[src/sv/tsm_pkg.sv]
package tsm_pkg;

	// block constants
	localparam int unsigned SAMPLE_RATE = 48000;
	localparam int unsigned PHASE_BITS  = 32;

	// pulse runs at 2^17/(2048-p) Hz, wave at half that rate
	localparam int unsigned FREQ_LOG2   = 17;
	localparam int unsigned PERIOD_SPAN = 2048;
	localparam int unsigned PERIOD_W    = 11;
	localparam int unsigned SPAN_W      = PERIOD_W + 1;

	// bit-serial divider: floor(2^DIV_STEPS / d)
	localparam int unsigned DIV_STEPS = FREQ_LOG2 + PHASE_BITS;
	localparam int unsigned DIV_W     = $clog2(PERIOD_SPAN * SAMPLE_RATE + 1);
	localparam int unsigned DIV_CNT_W = $clog2(DIV_STEPS + 1);
	localparam int unsigned QUOT_W    = PHASE_BITS + 1;

	// configuration port
	localparam int unsigned CFG_IDX_W = 3;
	localparam int unsigned CFG_W     = PERIOD_W;

	localparam logic [CFG_IDX_W-1:0] REG_P1_DUTY   = 3'd0;
	localparam logic [CFG_IDX_W-1:0] REG_P1_PERIOD = 3'd1;
	localparam logic [CFG_IDX_W-1:0] REG_P1_VOLUME = 3'd2;
	localparam logic [CFG_IDX_W-1:0] REG_P2_DUTY   = 3'd3;
	localparam logic [CFG_IDX_W-1:0] REG_P2_PERIOD = 3'd4;
	localparam logic [CFG_IDX_W-1:0] REG_P2_VOLUME = 3'd5;
	localparam logic [CFG_IDX_W-1:0] REG_W_PERIOD  = 3'd6;
	localparam logic [CFG_IDX_W-1:0] REG_W_LEVEL   = 3'd7;

	// wave RAM
	localparam int unsigned WAVE_DEPTH = 16;
	localparam int unsigned WAVE_AW    = $clog2(WAVE_DEPTH);

	// samples
	localparam int unsigned SAMPLE_W = 16;
	localparam int unsigned MAG_W    = 15;

	// x/3 as (x * 21846) >> 16, exact for |x| below 2^15
	localparam int unsigned RECIP3       = 21846;
	localparam int unsigned RECIP3_SHIFT = 16;

	// phase fractions of a period in eighths for each duty code
	function automatic logic [3:0] duty_eighths(input logic [1:0] duty);
		logic [3:0] e;
		case (duty)
			2'd0:    e = 4'd1;
			2'd1:    e = 4'd2;
			2'd2:    e = 4'd4;
			default: e = 4'd6;
		endcase
		return e;
	endfunction

	// floor(v * 98301 / 150)
	function automatic logic [MAG_W-1:0] pulse_amp(input logic [3:0] v);
		logic [MAG_W-1:0] a;
		case (v)
			4'd0:    a = 15'd0;
			4'd1:    a = 15'd655;
			4'd2:    a = 15'd1310;
			4'd3:    a = 15'd1966;
			4'd4:    a = 15'd2621;
			4'd5:    a = 15'd3276;
			4'd6:    a = 15'd3932;
			4'd7:    a = 15'd4587;
			4'd8:    a = 15'd5242;
			4'd9:    a = 15'd5898;
			4'd10:   a = 15'd6553;
			4'd11:   a = 15'd7208;
			4'd12:   a = 15'd7864;
			4'd13:   a = 15'd8519;
			4'd14:   a = 15'd9174;
			default: a = 15'd9830;
		endcase
		return a;
	endfunction

	// floor((2k+1) * 98301 / (150*div)), div from level; mute gives 0
	function automatic logic [MAG_W-1:0] wave_mag(input logic [1:0] level,
	                                              input logic [2:0] k);
		logic [MAG_W-1:0] m;
		m = '0;
		case (level)
			2'd1: begin
				case (k)
					3'd0:    m = 15'd655;
					3'd1:    m = 15'd1966;
					3'd2:    m = 15'd3276;
					3'd3:    m = 15'd4587;
					3'd4:    m = 15'd5898;
					3'd5:    m = 15'd7208;
					3'd6:    m = 15'd8519;
					default: m = 15'd9830;
				endcase
			end
			2'd2: begin
				case (k)
					3'd0:    m = 15'd327;
					3'd1:    m = 15'd983;
					3'd2:    m = 15'd1638;
					3'd3:    m = 15'd2293;
					3'd4:    m = 15'd2949;
					3'd5:    m = 15'd3604;
					3'd6:    m = 15'd4259;
					default: m = 15'd4915;
				endcase
			end
			2'd3: begin
				case (k)
					3'd0:    m = 15'd163;
					3'd1:    m = 15'd491;
					3'd2:    m = 15'd819;
					3'd3:    m = 15'd1146;
					3'd4:    m = 15'd1474;
					3'd5:    m = 15'd1802;
					3'd6:    m = 15'd2129;
					default: m = 15'd2457;
				endcase
			end
			default: m = '0;
		endcase
		return m;
	endfunction

endpackage

[src/sv/three_channel_tone_synth_mixer_top.sv]
// Two pulse channels and one wave-table channel, mixed to one signed 16-bit
// sample per sample request (req_type 0). A write request (req_type 1) stores
// wave_data at wave_addr in the 16-byte wave RAM and returns no item. For a
// sample item the sequencer first forms the divisors and then starts the
// dividers. Then three bit-serial restoring dividers, running side by side,
// work out the phase increments floor(2^49 / ((2048-period)*SAMPLE_RATE)) at
// one quotient bit per cycle over PHASE_BITS+17 steps. Phase update, RAM
// read, channel evaluation and the divide-by-three follow in turn, in states
// S_DIV, S_RD, S_EVAL and S_FIN. The block returns to idle as the result is
// raised and takes no new request before then. A result still unread when the
// next one is ready holds the block in its final state. The wave channel's
// increment is the pulse-form quotient halved. The wave RAM is held in
// flip-flops that reset clears at once, so no clearing pass is needed.
// Configuration is written through cfg_wr_en/cfg_index/cfg_data; the user
// must do so only while idle, as the block itself does not enforce it.
module three_channel_tone_synth_mixer_top (
	input  logic                                clk,
	input  logic                                arst_n,
	// configuration
	input  logic                                cfg_wr_en,
	input  logic [tsm_pkg::CFG_IDX_W-1:0]       cfg_index,
	input  logic [tsm_pkg::CFG_W-1:0]           cfg_data,
	// request items
	input  logic                                in_valid,
	output logic                                in_ready,
	input  logic                                req_type,
	input  logic [3:0]                          wave_addr,
	input  logic [7:0]                          wave_data,
	// result items
	output logic                                out_valid,
	input  logic                                out_ready,
	output logic signed [15:0]                  mixed_sample
);
	import tsm_pkg::*;

	// sequencer codes
	localparam logic [2:0] S_IDLE  = 3'd0;
	localparam logic [2:0] S_MUL   = 3'd1;
	localparam logic [2:0] S_START = 3'd2;
	localparam logic [2:0] S_DIV   = 3'd3;
	localparam logic [2:0] S_RD    = 3'd4;
	localparam logic [2:0] S_EVAL  = 3'd5;
	localparam logic [2:0] S_FIN   = 3'd6;

	logic [2:0] state_q;

	// configuration registers
	logic [1:0]          p1_duty_q;
	logic [PERIOD_W-1:0] p1_period_q;
	logic [3:0]          p1_vol_q;
	logic [1:0]          p2_duty_q;
	logic [PERIOD_W-1:0] p2_period_q;
	logic [3:0]          p2_vol_q;
	logic [PERIOD_W-1:0] w_period_q;
	logic [1:0]          w_level_q;

	// channel phases
	logic [PHASE_BITS-1:0] p1_phase_q;
	logic [PHASE_BITS-1:0] p2_phase_q;
	logic [PHASE_BITS-1:0] w_phase_q;

	// divisors, registered after the constant multiply
	logic [DIV_W-1:0] d_p1_s1;
	logic [DIV_W-1:0] d_p2_s1;
	logic [DIV_W-1:0] d_w_s1;

	logic              div_start;
	logic              p1_done, p2_done, w_done;
	logic [QUOT_W-1:0] p1_quot, p2_quot, w_quot;

	logic signed [SAMPLE_W-1:0] sum_q;
	logic signed [SAMPLE_W-1:0] out_q;
	logic                       out_valid_q;

	logic in_fire;
	logic ram_we;
	logic fin_fire;

	assign in_ready  = (state_q == S_IDLE);
	assign in_fire   = in_valid && in_ready;
	assign ram_we    = in_fire && req_type;
	assign div_start = (state_q == S_START);
	// result slot free in the final state
	assign fin_fire  = (state_q == S_FIN) && (!out_valid_q || out_ready);

	// config decode
	always_ff @(posedge clk or negedge arst_n) begin
		if (!arst_n) begin
			p1_duty_q   <= '0;
			p1_period_q <= '0;
			p1_vol_q    <= '0;
			p2_duty_q   <= '0;
			p2_period_q <= '0;
			p2_vol_q    <= '0;
			w_period_q  <= '0;
			w_level_q   <= '0;
		end else if (cfg_wr_en) begin
			unique case (cfg_index)
				REG_P1_DUTY:   p1_duty_q   <= cfg_data[1:0];
				REG_P1_PERIOD: p1_period_q <= cfg_data[PERIOD_W-1:0];
				REG_P1_VOLUME: p1_vol_q    <= cfg_data[3:0];
				REG_P2_DUTY:   p2_duty_q   <= cfg_data[1:0];
				REG_P2_PERIOD: p2_period_q <= cfg_data[PERIOD_W-1:0];
				REG_P2_VOLUME: p2_vol_q    <= cfg_data[3:0];
				REG_W_PERIOD:  w_period_q  <= cfg_data[PERIOD_W-1:0];
				REG_W_LEVEL:   w_level_q   <= cfg_data[1:0];
				default: ;
			endcase
		end
	end

	// (2048 - period) * SAMPLE_RATE
	logic [SPAN_W-1:0] span_p1, span_p2, span_w;
	assign span_p1 = SPAN_W'(PERIOD_SPAN) - {1'b0, p1_period_q};
	assign span_p2 = SPAN_W'(PERIOD_SPAN) - {1'b0, p2_period_q};
	assign span_w  = SPAN_W'(PERIOD_SPAN) - {1'b0, w_period_q};

	always_ff @(posedge clk) begin
		if (state_q == S_MUL) begin
			d_p1_s1 <= DIV_W'(span_p1) * DIV_W'(SAMPLE_RATE);
			d_p2_s1 <= DIV_W'(span_p2) * DIV_W'(SAMPLE_RATE);
			d_w_s1  <= DIV_W'(span_w) * DIV_W'(SAMPLE_RATE);
		end
	end

	tsm_div u_div_p1 (
		.clk     (clk),
		.arst_n  (arst_n),
		.start   (div_start),
		.divisor (d_p1_s1),
		.done    (p1_done),
		.quot    (p1_quot)
	);

	tsm_div u_div_p2 (
		.clk     (clk),
		.arst_n  (arst_n),
		.start   (div_start),
		.divisor (d_p2_s1),
		.done    (p2_done),
		.quot    (p2_quot)
	);

	tsm_div u_div_w (
		.clk     (clk),
		.arst_n  (arst_n),
		.start   (div_start),
		.divisor (d_w_s1),
		.done    (w_done),
		.quot    (w_quot)
	);

	// wave RAM: write from requests, read at the wave phase's byte
	logic [4:0] w_idx;
	logic [7:0] ram_rd_data;
	assign w_idx = w_phase_q[PHASE_BITS-1 -: 5];

	tsm_wave_ram u_wave_ram (
		.clk     (clk),
		.arst_n  (arst_n),
		.wr_en   (ram_we),
		.wr_addr (wave_addr),
		.wr_data (wave_data),
		.rd_addr (w_idx[4:1]),
		.rd_data (ram_rd_data)
	);

	// channel evaluation
	logic [2:0]                 p1_eighth, p2_eighth;
	logic [MAG_W-1:0]           p1_amp, p2_amp, w_mag;
	logic [3:0]                 w_nib;
	logic [2:0]                 w_k;
	logic signed [SAMPLE_W-1:0] smp_a, smp_b, smp_c;

	always_comb begin
		p1_eighth = p1_phase_q[PHASE_BITS-1 -: 3];
		p2_eighth = p2_phase_q[PHASE_BITS-1 -: 3];
		p1_amp    = pulse_amp(p1_vol_q);
		p2_amp    = pulse_amp(p2_vol_q);
		smp_a = ({1'b0, p1_eighth} < duty_eighths(p1_duty_q)) ?
			signed'({1'b0, p1_amp}) : -signed'({1'b0, p1_amp});
		smp_b = ({1'b0, p2_eighth} < duty_eighths(p2_duty_q)) ?
			signed'({1'b0, p2_amp}) : -signed'({1'b0, p2_amp});
		// high nibble at even positions; |2n-15| = 2k+1
		w_nib = w_idx[0] ? ram_rd_data[3:0] : ram_rd_data[7:4];
		w_k   = w_nib[3] ? w_nib[2:0] : ~w_nib[2:0];
		w_mag = wave_mag(w_level_q, w_k);
		smp_c = w_nib[3] ? signed'({1'b0, w_mag}) : -signed'({1'b0, w_mag});
	end

	// mix / 3, truncated toward zero: divide the magnitude, restore the sign
	logic [SAMPLE_W-1:0]    sum_abs;
	logic [2*MAG_W-1:0]     div3_prod;
	logic [SAMPLE_W-1:0]    mix_mag;
	logic signed [SAMPLE_W-1:0] mix;

	always_comb begin
		sum_abs   = sum_q[SAMPLE_W-1] ? SAMPLE_W'(-sum_q) : SAMPLE_W'(sum_q);
		div3_prod = sum_abs[MAG_W-1:0] * MAG_W'(RECIP3);
		mix_mag   = SAMPLE_W'(div3_prod >> RECIP3_SHIFT);
		mix       = sum_q[SAMPLE_W-1] ? -signed'(mix_mag) : signed'(mix_mag);
	end

	// sequencer
	always_ff @(posedge clk or negedge arst_n) begin
		if (!arst_n) begin
			state_q     <= S_IDLE;
			p1_phase_q  <= '0;
			p2_phase_q  <= '0;
			w_phase_q   <= '0;
			out_valid_q <= 1'b0;
		end else begin
			if (out_valid_q && out_ready && !fin_fire) begin
				out_valid_q <= 1'b0;
			end
			unique case (state_q)
				S_IDLE: begin
					if (in_fire && !req_type) begin
						state_q <= S_MUL;
					end
				end
				S_MUL:   state_q <= S_START;
				S_START: state_q <= S_DIV;
				S_DIV: begin
					if (p1_done) begin
						p1_phase_q <= p1_phase_q + p1_quot[PHASE_BITS-1:0];
						p2_phase_q <= p2_phase_q + p2_quot[PHASE_BITS-1:0];
						w_phase_q  <= w_phase_q + w_quot[PHASE_BITS:1];
						state_q    <= S_RD;
					end
				end
				S_RD:   state_q <= S_EVAL;
				S_EVAL: state_q <= S_FIN;
				S_FIN: begin
					if (fin_fire) begin
						out_valid_q <= 1'b1;
						state_q     <= S_IDLE;
					end
				end
				default: state_q <= S_IDLE;
			endcase
		end
	end

	always_ff @(posedge clk) begin
		if (state_q == S_EVAL) begin
			sum_q <= smp_a + smp_b + smp_c;
		end
		if ((state_q == S_FIN) && (!out_valid_q || out_ready)) begin
			out_q <= mix;
		end
	end

	assign out_valid    = out_valid_q;
	assign mixed_sample = out_q;

	a_div_lockstep: assert property (@(posedge clk) disable iff (!arst_n)
		(p1_done == p2_done) && (p1_done == w_done))
		else $error("channel dividers out of step");

	a_done_in_div: assert property (@(posedge clk) disable iff (!arst_n)
		p1_done |-> state_q == S_DIV)
		else $error("divider finished outside the divide state");

	a_out_from_fin: assert property (@(posedge clk) disable iff (!arst_n)
		$rose(out_valid_q) |-> $past(state_q == S_FIN))
		else $error("result item raised outside the final state");

endmodule

[src/sv/tsm_div.sv]
// restoring divider, one quotient bit per cycle: floor(2^DIV_STEPS / divisor)
module tsm_div (
	input  logic                        clk,
	input  logic                        arst_n,
	input  logic                        start,
	input  logic [tsm_pkg::DIV_W-1:0]   divisor,
	output logic                        done,
	output logic [tsm_pkg::QUOT_W-1:0]  quot
);
	import tsm_pkg::*;

	logic                 busy_q;
	logic                 done_q;
	logic [DIV_CNT_W-1:0] cnt_q;
	logic [DIV_W-1:0]     rem_q;
	logic [DIV_W-1:0]     div_q;
	logic [QUOT_W-1:0]    quot_q;

	logic [DIV_W:0] rem_sh;
	logic [DIV_W:0] rem_diff;
	logic           q_bit;

	assign rem_sh   = {rem_q, 1'b0};
	assign rem_diff = rem_sh - {1'b0, div_q};
	assign q_bit    = (rem_sh >= {1'b0, div_q});

	always_ff @(posedge clk or negedge arst_n) begin
		if (!arst_n) begin
			busy_q <= 1'b0;
			done_q <= 1'b0;
			cnt_q  <= '0;
		end else begin
			done_q <= 1'b0;
			if (start) begin
				busy_q <= 1'b1;
				cnt_q  <= DIV_CNT_W'(DIV_STEPS);
			end else if (busy_q) begin
				cnt_q <= cnt_q - DIV_CNT_W'(1);
				if (cnt_q == DIV_CNT_W'(1)) begin
					busy_q <= 1'b0;
					done_q <= 1'b1;
				end
			end
		end
	end

	always_ff @(posedge clk) begin
		if (start) begin
			rem_q  <= DIV_W'(1);
			div_q  <= divisor;
			quot_q <= '0;
		end else if (busy_q) begin
			rem_q  <= q_bit ? rem_diff[DIV_W-1:0] : rem_sh[DIV_W-1:0];
			quot_q <= {quot_q[QUOT_W-2:0], q_bit};
		end
	end

	assign done = done_q;
	assign quot = quot_q;

	a_cnt_live: assert property (@(posedge clk) disable iff (!arst_n)
		busy_q |-> cnt_q != '0)
		else $error("divider busy with zero step count");

	a_rem_bound: assert property (@(posedge clk) disable iff (!arst_n)
		(busy_q && !$past(start)) |-> rem_q < div_q)
		else $error("partial remainder not below divisor");

	a_done_idle: assert property (@(posedge clk) disable iff (!arst_n)
		done_q |-> !busy_q)
		else $error("divider done while still busy");

endmodule

[src/sv/tsm_wave_ram.sv]
// 16 x 8 wave RAM, cleared by reset, registered read
module tsm_wave_ram (
	input  logic                         clk,
	input  logic                         arst_n,
	input  logic                         wr_en,
	input  logic [tsm_pkg::WAVE_AW-1:0]  wr_addr,
	input  logic [7:0]                   wr_data,
	input  logic [tsm_pkg::WAVE_AW-1:0]  rd_addr,
	output logic [7:0]                   rd_data
);
	import tsm_pkg::*;

	logic [7:0] mem_q [WAVE_DEPTH];
	logic [7:0] rd_data_q;

	always_ff @(posedge clk or negedge arst_n) begin
		if (!arst_n) begin
			for (int i = 0; i < WAVE_DEPTH; i++) begin
				mem_q[i] <= '0;
			end
		end else if (wr_en) begin
			mem_q[wr_addr] <= wr_data;
		end
	end

	always_ff @(posedge clk) begin
		rd_data_q <= mem_q[rd_addr];
	end

	assign rd_data = rd_data_q;

endmodule
[config.mk]
export PLATFORM = sky130hd
export DESIGN_NAME = three_channel_tone_synth_mixer_top
export DESIGN_NICKNAME = d
export VERILOG_FILES = /design/src/sv/tsm_pkg.sv /design/src/sv/three_channel_tone_synth_mixer_top.sv /design/src/sv/tsm_div.sv /design/src/sv/tsm_wave_ram.sv
export SDC_FILE = /design/constraint.sdc
export NUM_CORES = 2
export LEC_CHECK = 0
export BUFFER_PORTS_ARGS = -buffer_cell sky130_fd_sc_hd__buf_2
export CAP_MARGIN = 15
export CORE_UTILIZATION = 30
export DETAILED_ROUTE_END_ITERATION = 6
export GPL_TIMING_DRIVEN = 0
export REMOVE_ABC_BUFFERS = 1
export SLEW_MARGIN = 20
export SYNTH_ARGS = -nofsm -noshare
export SYNTH_HDL_FRONTEND = slang
export SYNTH_SLANG_ARGS = --single-unit
[constraint.sdc]
create_clock -name clk -period 16.2 [get_ports clk]
set_input_delay 0.81 -clock clk [delete_from_list [all_inputs] [get_ports clk]]
set_output_delay 0.81 -clock clk [all_outputs]
set_load 0.005 [all_outputs]
==> flow_metrics.tcl <==
set metrics [dict create \
    root_buffer "clkbuf_16" \
    synth_area_sq_mm 0.0459 \
    end_kind "flop" \
    cts_hold_buf 1 \
    worst-path-buf-inv 5 \
    drive_gt1_frac 0.103 \
    cts_buffer_depth 3 \
    vias_per_cell 4.71 \
    setup_viol 0 \
    syn_to_final_growth_pct 11.5 \
    cts_resized 0 \
    min_path_type "reg2reg" \
    critPathKind "reg2reg" \
    finClkSkew_ps 62.3 \
    route.met2.wl_um 41700 \
    period_needed_ps 8250 \
    grt_max_degree 103 \
    critPathMaxFanout 9 \
    post_cts_buffers 0 \
    cap_violations 0 \
    status "finished clean" \
    synth_cell_types 89 \
    synth_area_leader_cell "dfrtp_1" \
    finalHoldViolCount 0 \
    wl_met3_um 3280 \
    grt_pass1_wl_um 157000 \
    highest_layer "met5" \
    path_delay_family "adder cells" \
    critPathLaunchType "flop" \
    dp.final_hpwl_um 69400 \
    drc 0 \
    drtPass1Iterations 7 \
    antenna_left 0 \
    grt_pass1_vias 31489 \
    cts_buffers 75 \
    gr-total-overflow 0 \
    yosysSeqAreaShare 0.342 \
    cts.sinks 635 \
    fin_util 0.337 \
    critical-path-slowest-cell "fa_1" \
    pre_cts_ws_ps 7970 \
    m1WireLength_um 45500 \
    async_reset_ff_frac 0.468 \
    antenna_found_initial 3 \
    rsz0062_at_grt "no" \
    fmax_mhz 121 \
    maxSlewHeadroom 0.295 \
    dieArea_sq_mm 0.155 \
    yosys.area.top_type_share 0.162 \
    drt_first_iter_violations 1551 \
    clk_pin_slew_worst_paths_ps 60 \
    cp.required_ps 16550 \
    cts-htree-levels 3 \
    insertion_delay_ps 680 \
    worstPathArrival_ps 8610 \
    worst_slew_pin_slew_ps 1060 \
    die_y_um 393 \
    numPortBuffers 49 \
    final.setup.tns_ps 0 \
    initial_core_util 0.302 \
    track_usage 0.122 \
    cts_tree "yes" \
    synthTopCellsByArea "dfrtp_1 (16%), ha_1 (12%), edfxtp_1 (9.9%)" \
    syn_inst 4584 \
    nFillCells 15319 \
    ys.flop_type "dfrtp_1" \
    setup_ws_ps 7950 \
    drv_slew 0 \
    period_share 0.509 \
    critPathMaxStageDelay_ps 540 \
    vias 31452 \
    path_common_cell "inv_1" \
    drt_wl_total_um 92200 \
    synth_edf_count 152 \
    ys_seq_elements 635 \
    avgSynthCellArea_sq_um 10.0 \
    die_w_um 393 \
    pin_count 50 \
    wl_per_cell_um 13.8 \
    gp_congestion 0.856 \
    yosys_warnings 0 \
    coreArea_sq_mm 0.152 \
    num_rows 143 \
    finalNetCount 5281 \
]
## cells in the mapped netlist (30+ instances only)
master,instances
xnor2_1,203
nand3_1,57
a21oi_1,248
nor3b_1,32
a21o_1,75
mux4_2,40
dfxtp_1,186
edfxtp_1,152
xor2_1,102
mux2_2,182
o21bai_1,30
o21ai_0,221
nor3_1,70
fa_1,216
mux2i_1,165
nor2b_1,44
a211oi_1,43
ha_1,454
dfrtp_1,297
clkbuf_1,140
nand2b_1,44
nor2_1,340
inv_1,536
nand2_1,290
## cell type report
class / instances / area (sq um) / share of cell area
well taps: 2030 / 2540 / 0.0496
clock inverters: 43 / 488 / 0.00953
repair buffers: 83 / 786 / 0.0153
clock buffers: 96 / 2020 / 0.0394
inverters: 537 / 2020 / 0.0395
flip-flops and latches: 635 / 15700 / 0.307
multi-input cells: 3247 / 27600 / 0.539
diodes: 2 / 5.00 / 0.0000977
## state kept, by name (all words and copies together) (netlist names), 32 cells and up
signal            count
u_div_p2.quot        32
p1_phase_q           32
p2_phase_q           32
u_div_p1.quot        32
w_phase_q            32
u_wave_ram.mem_q    128
u_div_w.quot         33
## layout by cell type, fill, tap and decap left out, types with 27 or more instances in the layout
| master | n |
|---|---|
| edfxtp_1 | 152 |
| nand2b_1 | 43 |
| ha_1 | 454 |
| o21ai_0 | 221 |
| inv_1 | 535 |
| o31ai_1 | 27 |
| mux2i_1 | 161 |
| nor2b_1 | 44 |
| o21bai_1 | 30 |
| nand2_1 | 290 |
| fa_1 | 216 |
| or3_1 | 27 |
| nand3_1 | 57 |
| mux4_2 | 40 |
| a211oi_1 | 43 |
| nor3_1 | 67 |
| mux2_2 | 182 |
| buf_2 | 48 |
| xor2_1 | 102 |
| dfxtp_1 | 186 |
| dfrtp_1 | 292 |
| a21oi_1 | 247 |
| clkbuf_16 | 75 |
| nor2_1 | 339 |
| xnor2_1 | 203 |
| nor3b_1 | 29 |
| a21o_1 | 75 |
## metal layers
layer	track usage	up-vias
met5	0	-
met3	0.0189	109
met1	0.169	15107
met4	0.0296	2
met2	0.197	365
li1	-	15869
## worst register-to-register path, delay by kind of cell, from the launching register on
| kind | cells | cell delay, ps |
|---|---|---|
| AO/OA/AOI/OAI | 4 | 1020 |
| XOR/XNOR | 2 | 650 |
| adder cells (fa/ha/maj) | 6 | 2680 |
| buffers and inverters | 5 | 380 |
| flip-flops | 1 | 480 |
| multiplexers | 2 | 500 |
| AND/OR/NAND/NOR | 9 | 2220 |
## through the flow
stage	area, sq um	cells	hold WS (ps)
2_1_floorplan	45300	4419	400
3_3_place_gp	48100	6498	401
3_5_place_dp	48700	6531	405
4_1_cts	51200	6671	405
5_1_grt	51200	6671	406
6_report	51200	6673	410
## worst paths after layout
path                                   from                 end  slack (ps)  depth (start not counted)
worst min-delay path            d_p2_s1[16]  u_div_p2.div_q[16]         410                          0
max in group asynchronous            arst_n       w_phase_q[28]       14230                          4
worst max register to register     sum_q[0]    mixed_sample[12]        7950                         28
worst max-delay path               sum_q[0]    mixed_sample[12]        7950                         28
worst min register to register  d_p2_s1[16]  u_div_p2.div_q[16]         410                          0
min in group asynchronous            arst_n      p1_period_q[8]         610                          2
## cell families after synthesis
logic type	share of synthesized area
buffers and inverters	0.0577
AOI/OAI and AO/OA	0.118
adders and majority gates	0.218
and+or+nand+nor	0.105
muxes	0.101
xor gates and xnor gates	0.0582
DFF	0.342
Power is not shown: default switching activity piles up to over one toggle a cycle in this logic, so the estimate is an artifact.
